$ cat src/rtl/sfs_pkg.sv
`timescale 1ns / 1ps

package sfs_pkg;

  // Defaults for the top-level parameters.
  localparam int MAX_FRAMES_DEF = 16;
  localparam int TIME_BITS_DEF  = 32;

  // Fixed field widths.
  localparam int CMD_W       = 2;
  localparam int NOW_W       = 32;
  localparam int POS_W       = 16;
  localparam int ENTRY_IDX_W = 4;
  localparam int DUR_W       = 32;
  localparam int FC_W        = 5;
  localparam int OUT_FRAME_W = 4;
  localparam int PROG_W      = 16;
  localparam int PROD_W      = 2 * POS_W + 2;
  localparam int CFG_IDX_W   = 2;
  localparam int CFG_DATA_W  = 32;

  // Configuration register indexes.
  localparam logic [CFG_IDX_W-1:0] CFG_FRAME_COUNT  = 2'd0;
  localparam logic [CFG_IDX_W-1:0] CFG_UNIFORM_MODE = 2'd1;
  localparam logic [CFG_IDX_W-1:0] CFG_UNIFORM_DUR  = 2'd2;

  // Request commands.
  typedef enum logic [CMD_W-1:0] {
    CMD_TICK  = 2'd0,
    CMD_PLAY  = 2'd1,
    CMD_LOOP  = 2'd2,
    CMD_WRITE = 2'd3
  } cmd_t;

  // Operation of the shared add/subtract unit.
  typedef enum logic {
    ALU_ADD = 1'b0,
    ALU_SUB = 1'b1
  } alu_op_t;

endpackage

$ cat src/rtl/sfs_alu.sv
`timescale 1ns / 1ps

module sfs_alu #(
  parameter int W = 38
) (
  input  sfs_pkg::alu_op_t op,
  input  logic [W-1:0]     a,
  input  logic [W-1:0]     b,
  output logic [W-1:0]     res,
  output logic             ge
);

  logic [W:0] diff;
  logic [W-1:0] sum;

  // One subtractor gives both the difference and the unsigned compare.
  assign diff = {1'b0, a} - {1'b0, b};
  assign sum  = a + b;
  assign ge   = ~diff[W];

  always_comb begin
    unique case (op)
      sfs_pkg::ALU_ADD: res = sum;
      sfs_pkg::ALU_SUB: res = diff[W-1:0];
      default:          res = sum;
    endcase
  end

endmodule

$ cat src/rtl/sfs_dur_table.sv
`timescale 1ns / 1ps

module sfs_dur_table #(
  parameter int DEPTH = 16,
  parameter int IDX_W = $clog2(DEPTH)
) (
  input  logic                     clk,
  input  logic                     rst_n,
  input  logic                     wr_en,
  input  logic [IDX_W-1:0]         wr_addr,
  input  logic [sfs_pkg::DUR_W-1:0] wr_data,
  input  logic [IDX_W-1:0]         rd_addr,
  output logic [sfs_pkg::DUR_W-1:0] rd_data
);

  logic [sfs_pkg::DUR_W-1:0] mem [DEPTH];
  logic [DEPTH-1:0]          valid_r;
  logic [sfs_pkg::DUR_W-1:0] rd_data_r;

  // Valid bits make never-written entries read as zero after reset.
  always_ff @(posedge clk) begin
    if (!rst_n) begin
      valid_r <= '0;
    end else if (wr_en) begin
      valid_r[wr_addr] <= 1'b1;
    end
  end

  // Storage write and registered read.
  always_ff @(posedge clk) begin
    if (wr_en) begin
      mem[wr_addr] <= wr_data;
    end
    rd_data_r <= valid_r[rd_addr] ? mem[rd_addr] : '0;
  end

  assign rd_data = rd_data_r;

endmodule

$ cat src/rtl/sprite_frame_sequencer_core.sv
`timescale 1ns / 1ps
// Play, loop play, duration writes and ticks while idle: result in the cycle after the request.
// Tick while playing: the shared add/subtract unit works through the duration sum, the end
// test (where a stopping tick ends), the modulo when looping, the 16-step progress division
// and the frame walk, one step per cycle.
// busy is high for the whole of that work; results cannot be stalled by the receiver.
// Synchronous active-low reset: idle, not playing, path and table zero, registers 1/1/1.
module sprite_frame_sequencer_core #(
  parameter int MAX_FRAMES = sfs_pkg::MAX_FRAMES_DEF,
  parameter int TIME_BITS  = sfs_pkg::TIME_BITS_DEF
) (
  input  logic                                clk,
  input  logic                                rst_n,
  input  logic                                start,
  output logic                                busy,
  input  logic [sfs_pkg::CMD_W-1:0]           in_cmd,
  input  logic [sfs_pkg::NOW_W-1:0]           in_now_time,
  input  logic signed [sfs_pkg::POS_W-1:0]    in_start_x,
  input  logic signed [sfs_pkg::POS_W-1:0]    in_start_y,
  input  logic signed [sfs_pkg::POS_W-1:0]    in_end_x,
  input  logic signed [sfs_pkg::POS_W-1:0]    in_end_y,
  input  logic [sfs_pkg::ENTRY_IDX_W-1:0]     in_entry_index,
  input  logic [sfs_pkg::DUR_W-1:0]           in_entry_duration,
  input  logic                                cfg_valid,
  output logic                                cfg_ready,
  input  logic [sfs_pkg::CFG_IDX_W-1:0]       cfg_index,
  input  logic [sfs_pkg::CFG_DATA_W-1:0]      cfg_data,
  output logic                                out_valid,
  output logic                                out_playing,
  output logic                                out_stopped_now,
  output logic [sfs_pkg::OUT_FRAME_W-1:0]     out_frame_index,
  output logic                                out_frame_changed,
  output logic signed [sfs_pkg::POS_W-1:0]    out_pos_x,
  output logic signed [sfs_pkg::POS_W-1:0]    out_pos_y
);

  localparam int POS_W  = sfs_pkg::POS_W;
  localparam int PROG_W = sfs_pkg::PROG_W;
  localparam int PROD_W = sfs_pkg::PROD_W;
  localparam int IDX_W  = $clog2(MAX_FRAMES);
  localparam int FC_MAX = (1 << sfs_pkg::FC_W) - 1;
  localparam int NMAX   = (MAX_FRAMES < FC_MAX) ? MAX_FRAMES : FC_MAX;
  localparam int NW     = $clog2(NMAX + 1);
  localparam int TOT_W  = sfs_pkg::DUR_W + NW;
  localparam int AW     = ((TIME_BITS > TOT_W) ? TIME_BITS : TOT_W) + 1;
  localparam int STEP_W = $clog2(((TIME_BITS > PROG_W) ? TIME_BITS : PROG_W) + 1);

  typedef enum logic [3:0] {
    S_IDLE,
    S_SUM,
    S_CHECK,
    S_MOD,
    S_PROG,
    S_WALK,
    S_MULX,
    S_MULY,
    S_FIN
  } state_t;

  // Configuration registers.
  logic [sfs_pkg::FC_W-1:0]  fc_r;
  logic                      uniform_r;
  logic [sfs_pkg::DUR_W-1:0] ud_r;

  // Playback state.
  state_t                     state_r;
  logic                       playing_r;
  logic                       loop_r;
  logic [TIME_BITS-1:0]       start_time_r;
  logic signed [POS_W-1:0]    sx_r, sy_r, ex_r, ey_r;
  logic [IDX_W-1:0]           cur_r;

  // Working registers of one tick.
  logic [TIME_BITS-1:0]       e_r;
  logic [TIME_BITS-1:0]       ebits_r;
  logic [NW-1:0]              n_r;
  logic [TOT_W-1:0]           total_r;
  logic [AW-1:0]              acc_r;
  logic [PROG_W-1:0]          q_r;
  logic [IDX_W-1:0]           idx_r;
  logic [IDX_W-1:0]           nf_r;
  logic [STEP_W-1:0]          step_r;
  logic                       changed_r;
  logic signed [PROD_W-1:0]   prod_r;
  logic signed [POS_W-1:0]    pos_x_r;

  // Result registers.
  logic                       out_valid_r;
  logic                       out_playing_r;
  logic                       out_stopped_r;
  logic [IDX_W-1:0]           out_frame_r;
  logic                       out_changed_r;
  logic signed [POS_W-1:0]    out_pos_x_r;
  logic signed [POS_W-1:0]    out_pos_y_r;

  // Combinational signals.
  logic                       accept;
  logic [NW-1:0]              n_eff;
  logic [IDX_W-1:0]           last_idx;
  logic                       tbl_wr_en;
  logic [IDX_W-1:0]           tbl_wr_addr;
  logic [IDX_W-1:0]           tbl_rd_addr;
  logic [sfs_pkg::DUR_W-1:0]  tbl_rd_data;
  logic [sfs_pkg::DUR_W-1:0]  dur_sel;
  sfs_pkg::alu_op_t           alu_op;
  logic [AW-1:0]              alu_a;
  logic [AW-1:0]              alu_b;
  logic [AW-1:0]              alu_res;
  logic                       alu_ge;
  logic [AW-1:0]              acc_step;
  logic signed [POS_W:0]      dx;
  logic signed [POS_W:0]      dy;
  logic signed [POS_W:0]      mul_a;
  logic signed [PROD_W-1:0]   mul_p;

  // Start plus truncated offset; the offset rounds toward zero, so toward start.
  function automatic logic signed [POS_W-1:0] lerp_pos(
    input logic signed [POS_W-1:0]  a,
    input logic signed [PROD_W-1:0] p
  );
    logic signed [PROD_W-1:0] adj;
    logic signed [POS_W:0]    ofs;
    logic signed [POS_W:0]    s;
    adj = p[PROD_W-1] ? (p + PROD_W'(65535)) : p;
    ofs = adj[PROG_W+POS_W:PROG_W];
    s   = $signed({a[POS_W-1], a}) + ofs;
    return s[POS_W-1:0];
  endfunction

  assign accept    = start && (state_r == S_IDLE);
  assign busy      = (state_r != S_IDLE);
  assign cfg_ready = 1'b1;

  // Effective frame count: zero acts as one, clipped to the table depth.
  always_comb begin
    if (fc_r == '0) begin
      n_eff = NW'(1);
    end else if (32'(fc_r) > MAX_FRAMES) begin
      n_eff = NW'(MAX_FRAMES);
    end else begin
      n_eff = NW'(fc_r);
    end
  end

  assign last_idx = IDX_W'(n_r - 1'b1);

  // Duration table; the read address runs one entry ahead of the sweep.
  assign tbl_wr_en   = accept && (in_cmd == sfs_pkg::CMD_WRITE) &&
                       (32'(in_entry_index) < MAX_FRAMES);
  assign tbl_wr_addr = IDX_W'(in_entry_index);
  assign tbl_rd_addr = ((state_r == S_SUM) || (state_r == S_WALK)) ?
                       IDX_W'(idx_r + 1'b1) : '0;

  sfs_dur_table #(
    .DEPTH (MAX_FRAMES),
    .IDX_W (IDX_W)
  ) u_dur_table (
    .clk     (clk),
    .rst_n   (rst_n),
    .wr_en   (tbl_wr_en),
    .wr_addr (tbl_wr_addr),
    .wr_data (in_entry_duration),
    .rd_addr (tbl_rd_addr),
    .rd_data (tbl_rd_data)
  );

  assign dur_sel = uniform_r ? ud_r : tbl_rd_data;

  // Operand selection for the shared add/subtract unit.
  always_comb begin
    unique case (state_r)
      S_SUM: begin
        alu_op = sfs_pkg::ALU_ADD;
        alu_a  = acc_r;
        alu_b  = AW'(dur_sel);
      end
      S_CHECK: begin
        alu_op = sfs_pkg::ALU_SUB;
        alu_a  = AW'(e_r);
        alu_b  = AW'(total_r);
      end
      S_MOD: begin
        alu_op = sfs_pkg::ALU_SUB;
        alu_a  = {acc_r[AW-2:0], ebits_r[TIME_BITS-1]};
        alu_b  = AW'(total_r);
      end
      S_PROG: begin
        alu_op = sfs_pkg::ALU_SUB;
        alu_a  = {acc_r[AW-2:0], 1'b0};
        alu_b  = AW'(total_r);
      end
      S_WALK: begin
        alu_op = sfs_pkg::ALU_SUB;
        alu_a  = acc_r;
        alu_b  = AW'(dur_sel);
      end
      default: begin
        alu_op = sfs_pkg::ALU_ADD;
        alu_a  = acc_r;
        alu_b  = '0;
      end
    endcase
  end

  sfs_alu #(
    .W (AW)
  ) u_alu (
    .op  (alu_op),
    .a   (alu_a),
    .b   (alu_b),
    .res (alu_res),
    .ge  (alu_ge)
  );

  // Restoring step: keep the difference when it did not borrow.
  assign acc_step = alu_ge ? alu_res : alu_a;

  // One signed multiplier, used for x and then for y.
  assign dx    = $signed({ex_r[POS_W-1], ex_r}) - $signed({sx_r[POS_W-1], sx_r});
  assign dy    = $signed({ey_r[POS_W-1], ey_r}) - $signed({sy_r[POS_W-1], sy_r});
  assign mul_a = (state_r == S_MULY) ? dy : dx;
  assign mul_p = mul_a * $signed({1'b0, q_r});

  // Configuration writes.
  always_ff @(posedge clk) begin
    if (!rst_n) begin
      fc_r      <= sfs_pkg::FC_W'(1);
      uniform_r <= 1'b1;
      ud_r      <= sfs_pkg::DUR_W'(1);
    end else if (cfg_valid && cfg_ready) begin
      unique case (cfg_index)
        sfs_pkg::CFG_FRAME_COUNT:  fc_r      <= cfg_data[sfs_pkg::FC_W-1:0];
        sfs_pkg::CFG_UNIFORM_MODE: uniform_r <= cfg_data[0];
        sfs_pkg::CFG_UNIFORM_DUR:  ud_r      <= cfg_data[sfs_pkg::DUR_W-1:0];
        default: ;
      endcase
    end
  end

  // Sequencer: state, playback state and result registers.
  always_ff @(posedge clk) begin
    if (!rst_n) begin
      state_r      <= S_IDLE;
      out_valid_r  <= 1'b0;
      playing_r    <= 1'b0;
      loop_r       <= 1'b0;
      start_time_r <= '0;
      sx_r         <= '0;
      sy_r         <= '0;
      ex_r         <= '0;
      ey_r         <= '0;
      cur_r        <= '0;
    end else begin
      out_valid_r <= 1'b0;
      unique case (state_r)
        S_IDLE: begin
          if (accept) begin
            // Defaults for a result given straight away.
            out_playing_r <= playing_r;
            out_stopped_r <= 1'b0;
            out_frame_r   <= cur_r;
            out_changed_r <= 1'b0;
            out_pos_x_r   <= sx_r;
            out_pos_y_r   <= sy_r;
            unique case (sfs_pkg::cmd_t'(in_cmd))
              sfs_pkg::CMD_PLAY: begin
                out_valid_r <= 1'b1;
                if (!playing_r) begin
                  sx_r          <= in_start_x;
                  sy_r          <= in_start_y;
                  ex_r          <= in_end_x;
                  ey_r          <= in_end_y;
                  start_time_r  <= TIME_BITS'(in_now_time);
                  playing_r     <= 1'b1;
                  cur_r         <= '0;
                  out_playing_r <= 1'b1;
                  out_frame_r   <= '0;
                  out_pos_x_r   <= in_start_x;
                  out_pos_y_r   <= in_start_y;
                end
              end
              sfs_pkg::CMD_LOOP: begin
                out_valid_r <= 1'b1;
                loop_r      <= 1'b1;
                if (!playing_r) begin
                  start_time_r  <= TIME_BITS'(in_now_time);
                  playing_r     <= 1'b1;
                  cur_r         <= '0;
                  out_playing_r <= 1'b1;
                  out_frame_r   <= '0;
                end
              end
              sfs_pkg::CMD_WRITE: begin
                out_valid_r <= 1'b1;
              end
              sfs_pkg::CMD_TICK: begin
                if (playing_r) begin
                  e_r     <= TIME_BITS'(in_now_time) - start_time_r;
                  n_r     <= n_eff;
                  acc_r   <= '0;
                  idx_r   <= '0;
                  state_r <= S_SUM;
                end else begin
                  out_valid_r <= 1'b1;
                end
              end
              default: ;
            endcase
          end
        end

        // Total duration: sum over the effective frames.
        S_SUM: begin
          acc_r <= alu_res;
          if (idx_r == last_idx) begin
            total_r <= alu_res[TOT_W-1:0];
            state_r <= S_CHECK;
          end else begin
            idx_r <= idx_r + 1'b1;
          end
        end

        // One-shot end test, then pick the path for the elapsed time.
        S_CHECK: begin
          step_r <= '0;
          if (!loop_r && alu_ge) begin
            playing_r     <= 1'b0;
            out_valid_r   <= 1'b1;
            out_playing_r <= 1'b0;
            out_stopped_r <= 1'b1;
            out_frame_r   <= cur_r;
            out_changed_r <= 1'b0;
            out_pos_x_r   <= sx_r;
            out_pos_y_r   <= sy_r;
            state_r       <= S_IDLE;
          end else if (total_r == '0) begin
            q_r     <= '0;
            nf_r    <= '0;
            state_r <= S_MULX;
          end else if (loop_r) begin
            acc_r   <= '0;
            ebits_r <= e_r;
            state_r <= S_MOD;
          end else begin
            acc_r   <= AW'(e_r);
            state_r <= S_PROG;
          end
        end

        // Elapsed time modulo the total, one dividend bit per cycle.
        S_MOD: begin
          acc_r   <= acc_step;
          ebits_r <= {ebits_r[TIME_BITS-2:0], 1'b0};
          step_r  <= step_r + 1'b1;
          if (step_r == STEP_W'(TIME_BITS - 1)) begin
            e_r     <= acc_step[TIME_BITS-1:0];
            step_r  <= '0;
            state_r <= S_PROG;
          end
        end

        // Progress in Q0.16: elapsed * 65536 / total, one quotient bit per cycle.
        S_PROG: begin
          acc_r  <= acc_step;
          q_r    <= {q_r[PROG_W-2:0], alu_ge};
          step_r <= step_r + 1'b1;
          if (step_r == STEP_W'(PROG_W - 1)) begin
            idx_r <= '0;
            if (e_r == '0) begin
              nf_r    <= '0;
              state_r <= S_MULX;
            end else begin
              acc_r   <= AW'(e_r);
              state_r <= S_WALK;
            end
          end
        end

        // Frame walk: subtract durations until the rest falls inside a frame or the last frame is reached.
        S_WALK: begin
          if (!alu_ge || (idx_r == last_idx)) begin
            nf_r    <= idx_r;
            state_r <= S_MULX;
          end else begin
            acc_r <= alu_res;
            idx_r <= idx_r + 1'b1;
          end
        end

        // Frame update and the x product.
        S_MULX: begin
          changed_r <= (nf_r != cur_r);
          cur_r     <= nf_r;
          prod_r    <= mul_p;
          state_r   <= S_MULY;
        end

        S_MULY: begin
          pos_x_r <= lerp_pos(sx_r, prod_r);
          prod_r  <= mul_p;
          state_r <= S_FIN;
        end

        S_FIN: begin
          out_valid_r   <= 1'b1;
          out_playing_r <= 1'b1;
          out_stopped_r <= 1'b0;
          out_frame_r   <= cur_r;
          out_changed_r <= changed_r;
          out_pos_x_r   <= pos_x_r;
          out_pos_y_r   <= lerp_pos(sy_r, prod_r);
          state_r       <= S_IDLE;
        end

        default: begin
          state_r <= S_IDLE;
        end
      endcase
    end
  end

  assign out_valid         = out_valid_r;
  assign out_playing       = out_playing_r;
  assign out_stopped_now   = out_stopped_r;
  assign out_frame_index   = sfs_pkg::OUT_FRAME_W'(out_frame_r);
  assign out_frame_changed = out_changed_r;
  assign out_pos_x         = out_pos_x_r;
  assign out_pos_y         = out_pos_y_r;

  // A result is only ever presented once the sequencer is back at rest.
  a_out_when_idle: assert property (@(posedge clk) disable iff (!rst_n)
    out_valid_r |-> (state_r == S_IDLE))
    else $error("result strobe while the sequencer is working");

  // A tick on a running animation always starts the multi-cycle work.
  a_tick_goes_busy: assert property (@(posedge clk) disable iff (!rst_n)
    (accept && (in_cmd == sfs_pkg::CMD_TICK) && playing_r) |=> busy)
    else $error("tick while playing did not start the sequencer");

  // The frame walk never starts from a remainder at or above the total.
  a_walk_below_total: assert property (@(posedge clk) disable iff (!rst_n)
    (state_r == S_WALK) |-> (acc_r < AW'(total_r)))
    else $error("frame walk remainder not below the total");

  // A run that stops is not reported as playing.
  a_stop_not_playing: assert property (@(posedge clk) disable iff (!rst_n)
    (out_valid_r && out_stopped_r) |-> !out_playing_r)
    else $error("stopped result still marked as playing");

  // A frame change can only come from a tick of a running animation.
  a_change_playing: assert property (@(posedge clk) disable iff (!rst_n)
    (out_valid_r && out_changed_r) |-> (out_playing_r && !out_stopped_r))
    else $error("frame change reported without playback");

endmodule

$ cat config.mk
export PLATFORM = sky130hd
export DESIGN_NAME = sprite_frame_sequencer_core
export DESIGN_NICKNAME = d
export VERILOG_FILES = /design/src/rtl/sfs_pkg.sv /design/src/rtl/sfs_alu.sv /design/src/rtl/sfs_dur_table.sv /design/src/rtl/sprite_frame_sequencer_core.sv
export SDC_FILE = /design/constraint.sdc
export NUM_CORES = 2
export LEC_CHECK = 0
export ABC_CLOCK_PERIOD_IN_PS = 23900
export BUFFER_PORTS_ARGS = -buffer_cell sky130_fd_sc_hd__buf_2
export CAP_MARGIN = 10
export CORE_MARGIN = 2
export CORE_UTILIZATION = 30
export DETAILED_ROUTE_END_ITERATION = 10
export PLACE_DENSITY = 0.48
export SLEW_MARGIN = 20
export SYNTH_ARGS = -nofsm -noshare
export SYNTH_HDL_FRONTEND = slang
export SYNTH_SLANG_ARGS = --single-unit
$ cat constraint.sdc
create_clock -name clk -period 23.9 [get_ports clk]
set_input_delay 2.39 -clock clk [delete_from_list [all_inputs] [get_ports clk]]
set_output_delay 2.39 -clock clk [all_outputs]
set_load 0.02 [all_outputs]
After elaboration in Yosys (flattened, before gate mapping)

Memory sizes are Yosys's and may differ from the RTL's. A register that Yosys moved wholly into a read port is not among the register bits.
Cells that the tools add are included.

Add/subtract/negate cells: 11
Multiply operators: 1
Order comparisons: 4
Eq/ne operators: 32
Muxes and demuxes: 95
Bitwise gates (word level): 4
Reductions and logical operators: 55

Operators by type and width:

| kind                     | number |
|---|---|
| $mux W38                 | 9 |
| $mux W32                 | 10 |
| $pmux W38 S6             | 1 |
| $mux W16                 | 10 |
| $pmux W32 S2             | 2 |
| $pmux W38 S3             | 1 |
| $pmux W16 S3             | 2 |
| $mux W4                  | 23 |
| $pmux W38 S2             | 1 |
| $pmux W37 S2             | 1 |
| $sub A38 B37 Y39         | 1 |
| $add A38 B37 Y38         | 1 |
| $logic_not A37 Y1        | 1 |
| $mul A17 B17 Y34         | 1 |
| $sub A16 B16 Y17         | 2 |
| $add A16 B16 Y16         | 2 |
| $add A32 B17 Y32 const B | 1 |
| $logic_not A32 Y1        | 1 |
| $pmux W16 S2             | 1 |
| $pmux W4 S8              | 1 |
| $sub A32 B32 Y32         | 1 |
| $ne A2 B2 Y1 const B     | 12 |
| $pmux W4 S3              | 2 |
| $pmux W6 S3              | 1 |
| other kinds (50)         | 114 |

Register bits after elaboration: 424
Bits in writable memories: 512
Output and inout bits: 42
Word-level logic and storage cells: 236
Memories: 1

Memories:

| memory          | words | bits a word | rd ports | clocked after memory_dff | write ports | line                | text |
|---|---|---|---|---|---|---|---|
| u_dur_table.mem | 16    | 32          | 1        | 1                        | 1           | sfs_dur_table.sv:16 | `logic [sfs_pkg::DUR_W-1:0] mem [DEPTH];` |

Logic depth before layout (Yosys ltp)

Word-level depth: 9
Depth in mapped cells: 38
Mapped depth without buffers: 36

By module

From an unflattened synthesis, not the netlist that was laid out.

Cell total of the unflattened synthesis: 5,160
Area total of the unflattened synthesis: 57,799.2 um^2

By module, submodules not included:

| module                      | times used | cells an instance | area each (um^2) | seq. area each (um^2) |
|---|---|---|---|---|
| sprite_frame_sequencer_core | 1          | 3,630             | 33,015.4         | 10,770.3 |
| sfs_dur_table               | 1          | 884               | 20,524.7         | 16,335.7 |
| sfs_alu                     | 1          | 646               | 4,259.1          | 0.0 |

Worst setup path before layout

OpenSTA, ideal clock, no wires.

Path kind: register to register
From: reg sx_r[1]
To: reg prod_r[33], data pin
Library setup time: 0.259 ns
Arrival time: 8.036 ns
Data required time: 23.641 ns
Slack: 15.605 ns
Cell stages (with the launch flop): 35
Buffers on the path: 2
Clock period less this slack: 8.295 ns
Cell sequence: dfxtp_1 inv_1 ha_1 nor2b_1 o21ai_0 a21boi_0 o211ai_1 a21oi_1 o31ai_1 a21oi_1 o21a_1 nor3_1 clkbuf_1 o21ai_0 fa_1 fa_1 inv_1 fa_1 fa_1 inv_1 fa_1 fa_1 inv_1 ha_1 clkbuf_1 a21oi_1 a21boi_0 o21ai_0 nand2b_1 a221o_1 a221oi_1 nand2b_1 o21ai_0 a21oi_1 xnor2_1

Longest elaborated chain between the ends: 3

RTL lines:

| element                  | line                               | text |
|---|---|---|
| start: declaration       | sprite_frame_sequencer_core.sv:70  | `logic signed [POS_W-1:0] sx_r, sy_r, ex_r, ey_r;` |
| start signal: assignment | sprite_frame_sequencer_core.sv:269 | `sx_r <= in_start_x;` |
| $sub A16 B16 Y17         | sprite_frame_sequencer_core.sv:219 | `assign dx = $signed({ex_r[POS_W-1], ex_r}) - $signed({sx_r[POS_W-1], sx_r});` |
| $mux W17                 | sprite_frame_sequencer_core.sv:221 | `assign mul_a = (state_r == S_MULY) ? dy : dx;` |
| $mul A17 B17 Y34         | sprite_frame_sequencer_core.sv:222 | `assign mul_p = mul_a * $signed({1'b0, q_r});` |
| net mul_p[33]            | sprite_frame_sequencer_core.sv:114 | `logic signed [PROD_W-1:0] mul_p;` |
| end signal: assignment   | sprite_frame_sequencer_core.sv:394 | `prod_r <= mul_p;` |
| end signal: assignment   | sprite_frame_sequencer_core.sv:400 | `prod_r <= mul_p;` |
| end: declaration         | sprite_frame_sequencer_core.sv:84  | `logic signed [PROD_W-1:0] prod_r;` |

The timed path passes the listed nets, and every way through them passes these cells.
A chain may end at the register's enable or synchronous reset.

Worst setup path in the final report

Ends and elaborated chain as after synthesis.

==> run_results.csv <==
group,metric,value,unit
timing,fin_crit_sh,0.397,
final_layout,final.fill_count,19700,
worst_setup_path,crit_path_top_delay_cell,"nor3_2",
global_route,antenna_found_initial,28,
die,io_pins,214,
timing,rsz0062_at_grt,"no",
synth,netlist_instances,5750,
worst_setup_path,path_class,"register to register",
routing,num_vias,43100,
timing,setup_tns,0,ns
synth,synth_edf_count,774,
place,hpwlAfterDp,129000,um
hold_path,holdCritStartpoint,"ud_r[7]",
routing,route.detailed.drc,0,
final_layout,nets,6573,
die,initial_utilization,0.302,
worst_setup_path,worstSetupEndpointType,"register",
timing,drv_slew,0,
routing,drt_iter0_drc,3363,
global_route,track_usage,0.185,
final_layout,multi_input_area,0.0286,mm2
synth,ys.flop_type,"edfxtp_1",
die,rows,162,
clock_tree,clock_sinks,967,
worst_setup_path,crit_top_cell,"fa_1",
worst_setup_path,worstPathArrival,9.96,ns
timing,skew,0.0792,ns
worst_setup_path,worst_r2r_path_depth,32,
timing,relSlewSlack,0.230,
synth,netlist_area,0.0587,mm2
worst_setup_path,crit_fanout,16,
global_route,grt_max_degree,174,
timing,finalHoldViolations,0,
place,dpl_worst_slack,14.46,ns
worst_setup_path,crit_family,"adder cells",
worst_setup_path,cp.required,24.38,ns
hold_path,min_to,"ud_r[7]",
worst_setup_path,r2r_start,"sx_r[1]",
global_route,overflow,0,
clock_tree,cts_tree,"yes",
clock_tree,hold_buffers,0,
synth,synthArstFlopShare,0,
synth,synth.yosys.seq_area_share,0.462,
synth,syn_nets,6466,
clock_tree,htreeDepth,3,
final_layout,regArea,0.0271,mm2
worst_setup_path,cp-start-kind,"register",
clock_tree,cts_buffers,112,
synth,yosys_warnings,0,
synth,synth_cell_types,94,
die,fp.coreArea,0.195,mm2
timing,period_minus_slack,9.48,ns
global_route,grt_pass1_wl,278000,um
clock_tree,cts_root_buffer,"clkbuf_16",
worst_setup_path,max_stage_delay,0.88,ns
place,portBuffers,212,
clock_tree,cts_resized,0,
clock_tree,worstSkewPairLatency,0.80,ns
place,gp_congestion,0.869,
run_status,status,"finished clean",
hold_path,hold_depth,2,
worst_setup_path,timing.rr.end,"prod_r[33]",
routing,wl,187000,um
die,die_area,0.199,mm2
timing,setup_viol,0,
job,max_cap_violations,0,
timing,worst_pin_slew,1.16,ns
clock_tree,clk_pin_slew,0.06,ns
final_layout,drive_gt1_frac,0.0960,
timing,fmax,105,MHz
final_layout,synthToLayoutAreaGrowth,13.4,%
synth,ys_seq_elements,967,
synth,avgSynthCellArea,10.2,um2
routing,avgViaCountPerCell,5.06,
timing,layout_setup_ws,14.42,ns
worst_setup_path,crit_buf_inv,4,
die,fp.dieH,446,um
routing,ant_nets,0,
routing,firstDrtPassIters,7,
die,die_x,446,um
clock_tree,post-cts-setup-buffer-count,0,
worst_setup_path,r2r_slack,14.42,ns
hold_path,hp-class,"register to register",
routing,routedWlPerCell,21.9,um
clock_tree,clock_path_buffers,3,
global_route,grt_pass1_vias,42700,
[layer usage]
layer,vias to the layer above,part of all wire,track usage
met5,-,0.00043,0
met1,21300,0.46,0.253
met4,12,0.030,0.0560
li1,20400,-,-
met3,248,0.048,0.0268
met2,1074,0.46,0.303
[cells in the mapped netlist (all sizes together) (12+ instances only)]
| master | instances | area, um2 |
|---|---|---|
| or2 | 12 | 75.1 |
| edfxtp | 774 | 23200 |
| a211oi | 215 | 1630 |
| nor2 | 249 | 942 |
| a222oi | 45 | 450 |
| a21oi | 380 | 1910 |
| o21a | 42 | 315 |
| and3 | 30 | 188 |
| nor2b | 166 | 1040 |
| a21boi | 18 | 135 |
| a21o | 51 | 383 |
| nand2b | 39 | 244 |
| xnor2 | 121 | 1060 |
| o21bai | 22 | 165 |
| a22oi | 40 | 300 |
| o211ai | 17 | 128 |
| ha | 264 | 3300 |
| nor4 | 30 | 188 |
| nor3 | 60 | 305 |
| buf | 34 | 174 |
| a22o | 15 | 131 |
| a31oi | 79 | 494 |
| o31ai | 29 | 218 |
| nand2 | 920 | 3460 |
| clkbuf | 269 | 1010 |
| or3 | 18 | 118 |
| xor2 | 41 | 359 |
| dfxtp | 193 | 3860 |
| a221o | 12 | 120 |
| and2 | 185 | 1160 |
| o21ai | 180 | 912 |
| a311oi | 71 | 622 |
| nand4 | 18 | 113 |
| mux2i | 62 | 621 |
| fa | 280 | 5610 |
| inv | 576 | 2160 |
| nand3 | 55 | 275 |
[cells in the final DEF (no fill, tap or decap), drive strengths merged, types with 180 or more instances in the layout]
master / instances
a21oi: 380
ha: 264
nor2: 249
dfxtp: 193
and2: 185
o21ai: 180
a211oi: 215
fa: 280
nand2: 920
inv: 582
buf: 296
edfxtp: 774
[kinds of logic after synthesis]
logic type	count (synthesis)	share of synthesized area
adders and majority gates	545	0.152
buffers and inverters	879	0.0570
other	1	0.0000639
AOI/OAI and AO/OA	1302	0.148
xor gates and xnor gates	162	0.0242
DFF	967	0.462
muxes	71	0.0125
and+or+nand+nor	1823	0.144
[tightest hold or removal path: stages (launching register included)]
cell and delay, ns:
dfxtp_1 0.30, nand2_1 0.05, a21oi_1 0.05
[stage by stage]
| step | hold WS (ns) | utilization | instance area, um2 | instances |
|---|---|---|---|---|
| after CTS | 0.455 | 0.342 | 66500 | 8497 |
| after global routing | 0.470 | 0.342 | 66500 | 8501 |
| after detailed placement | 0.447 | 0.322 | 62700 | 8284 |
| after global placement | 0.441 | 0.322 | 62700 | 8284 |
| after floorplan | 0.432 | - | 58700 | 5750 |
| final | 0.454 | 0.342 | 66500 | 8506 |
[flip-flops by register name, indices dropped and copies added, names as in the netlist, 32 cells and up]
name,cells
start_time_r,32
ud_r,32
u_dur_table.mem,512
ebits_r,32
prod_r,33
total_r,37
e_r,32
acc_r,38
u_dur_table.rd_data,32
[worst max path at each step]
stage	depth (start not counted)	start	end
final	32	sx_r[1]	prod_r[33]
after floorplan	34	sx_r[1]	prod_r[33]
after global placement	32	sx_r[1]	prod_r[33]
after global routing	32	sx_r[1]	prod_r[33]
after CTS	32	sx_r[1]	prod_r[33]
after detailed placement	32	sx_r[1]	prod_r[33]
[layout make-up]
class / count / share of cell area
flip-flops and latches: 967 / 0.407
inverters: 576 / 0.0326
diodes: 8 / 0.000301
clock inverters: 57 / 0.00835
clock buffers: 156 / 0.0483
repair buffers: 296 / 0.0261
multi-input cells: 3904 / 0.429
well taps: 2542 / 0.0478
Power is left out: the tool's default activity adds up to more than one toggle a clock period on the data nets, which glitch-free logic cannot reach.
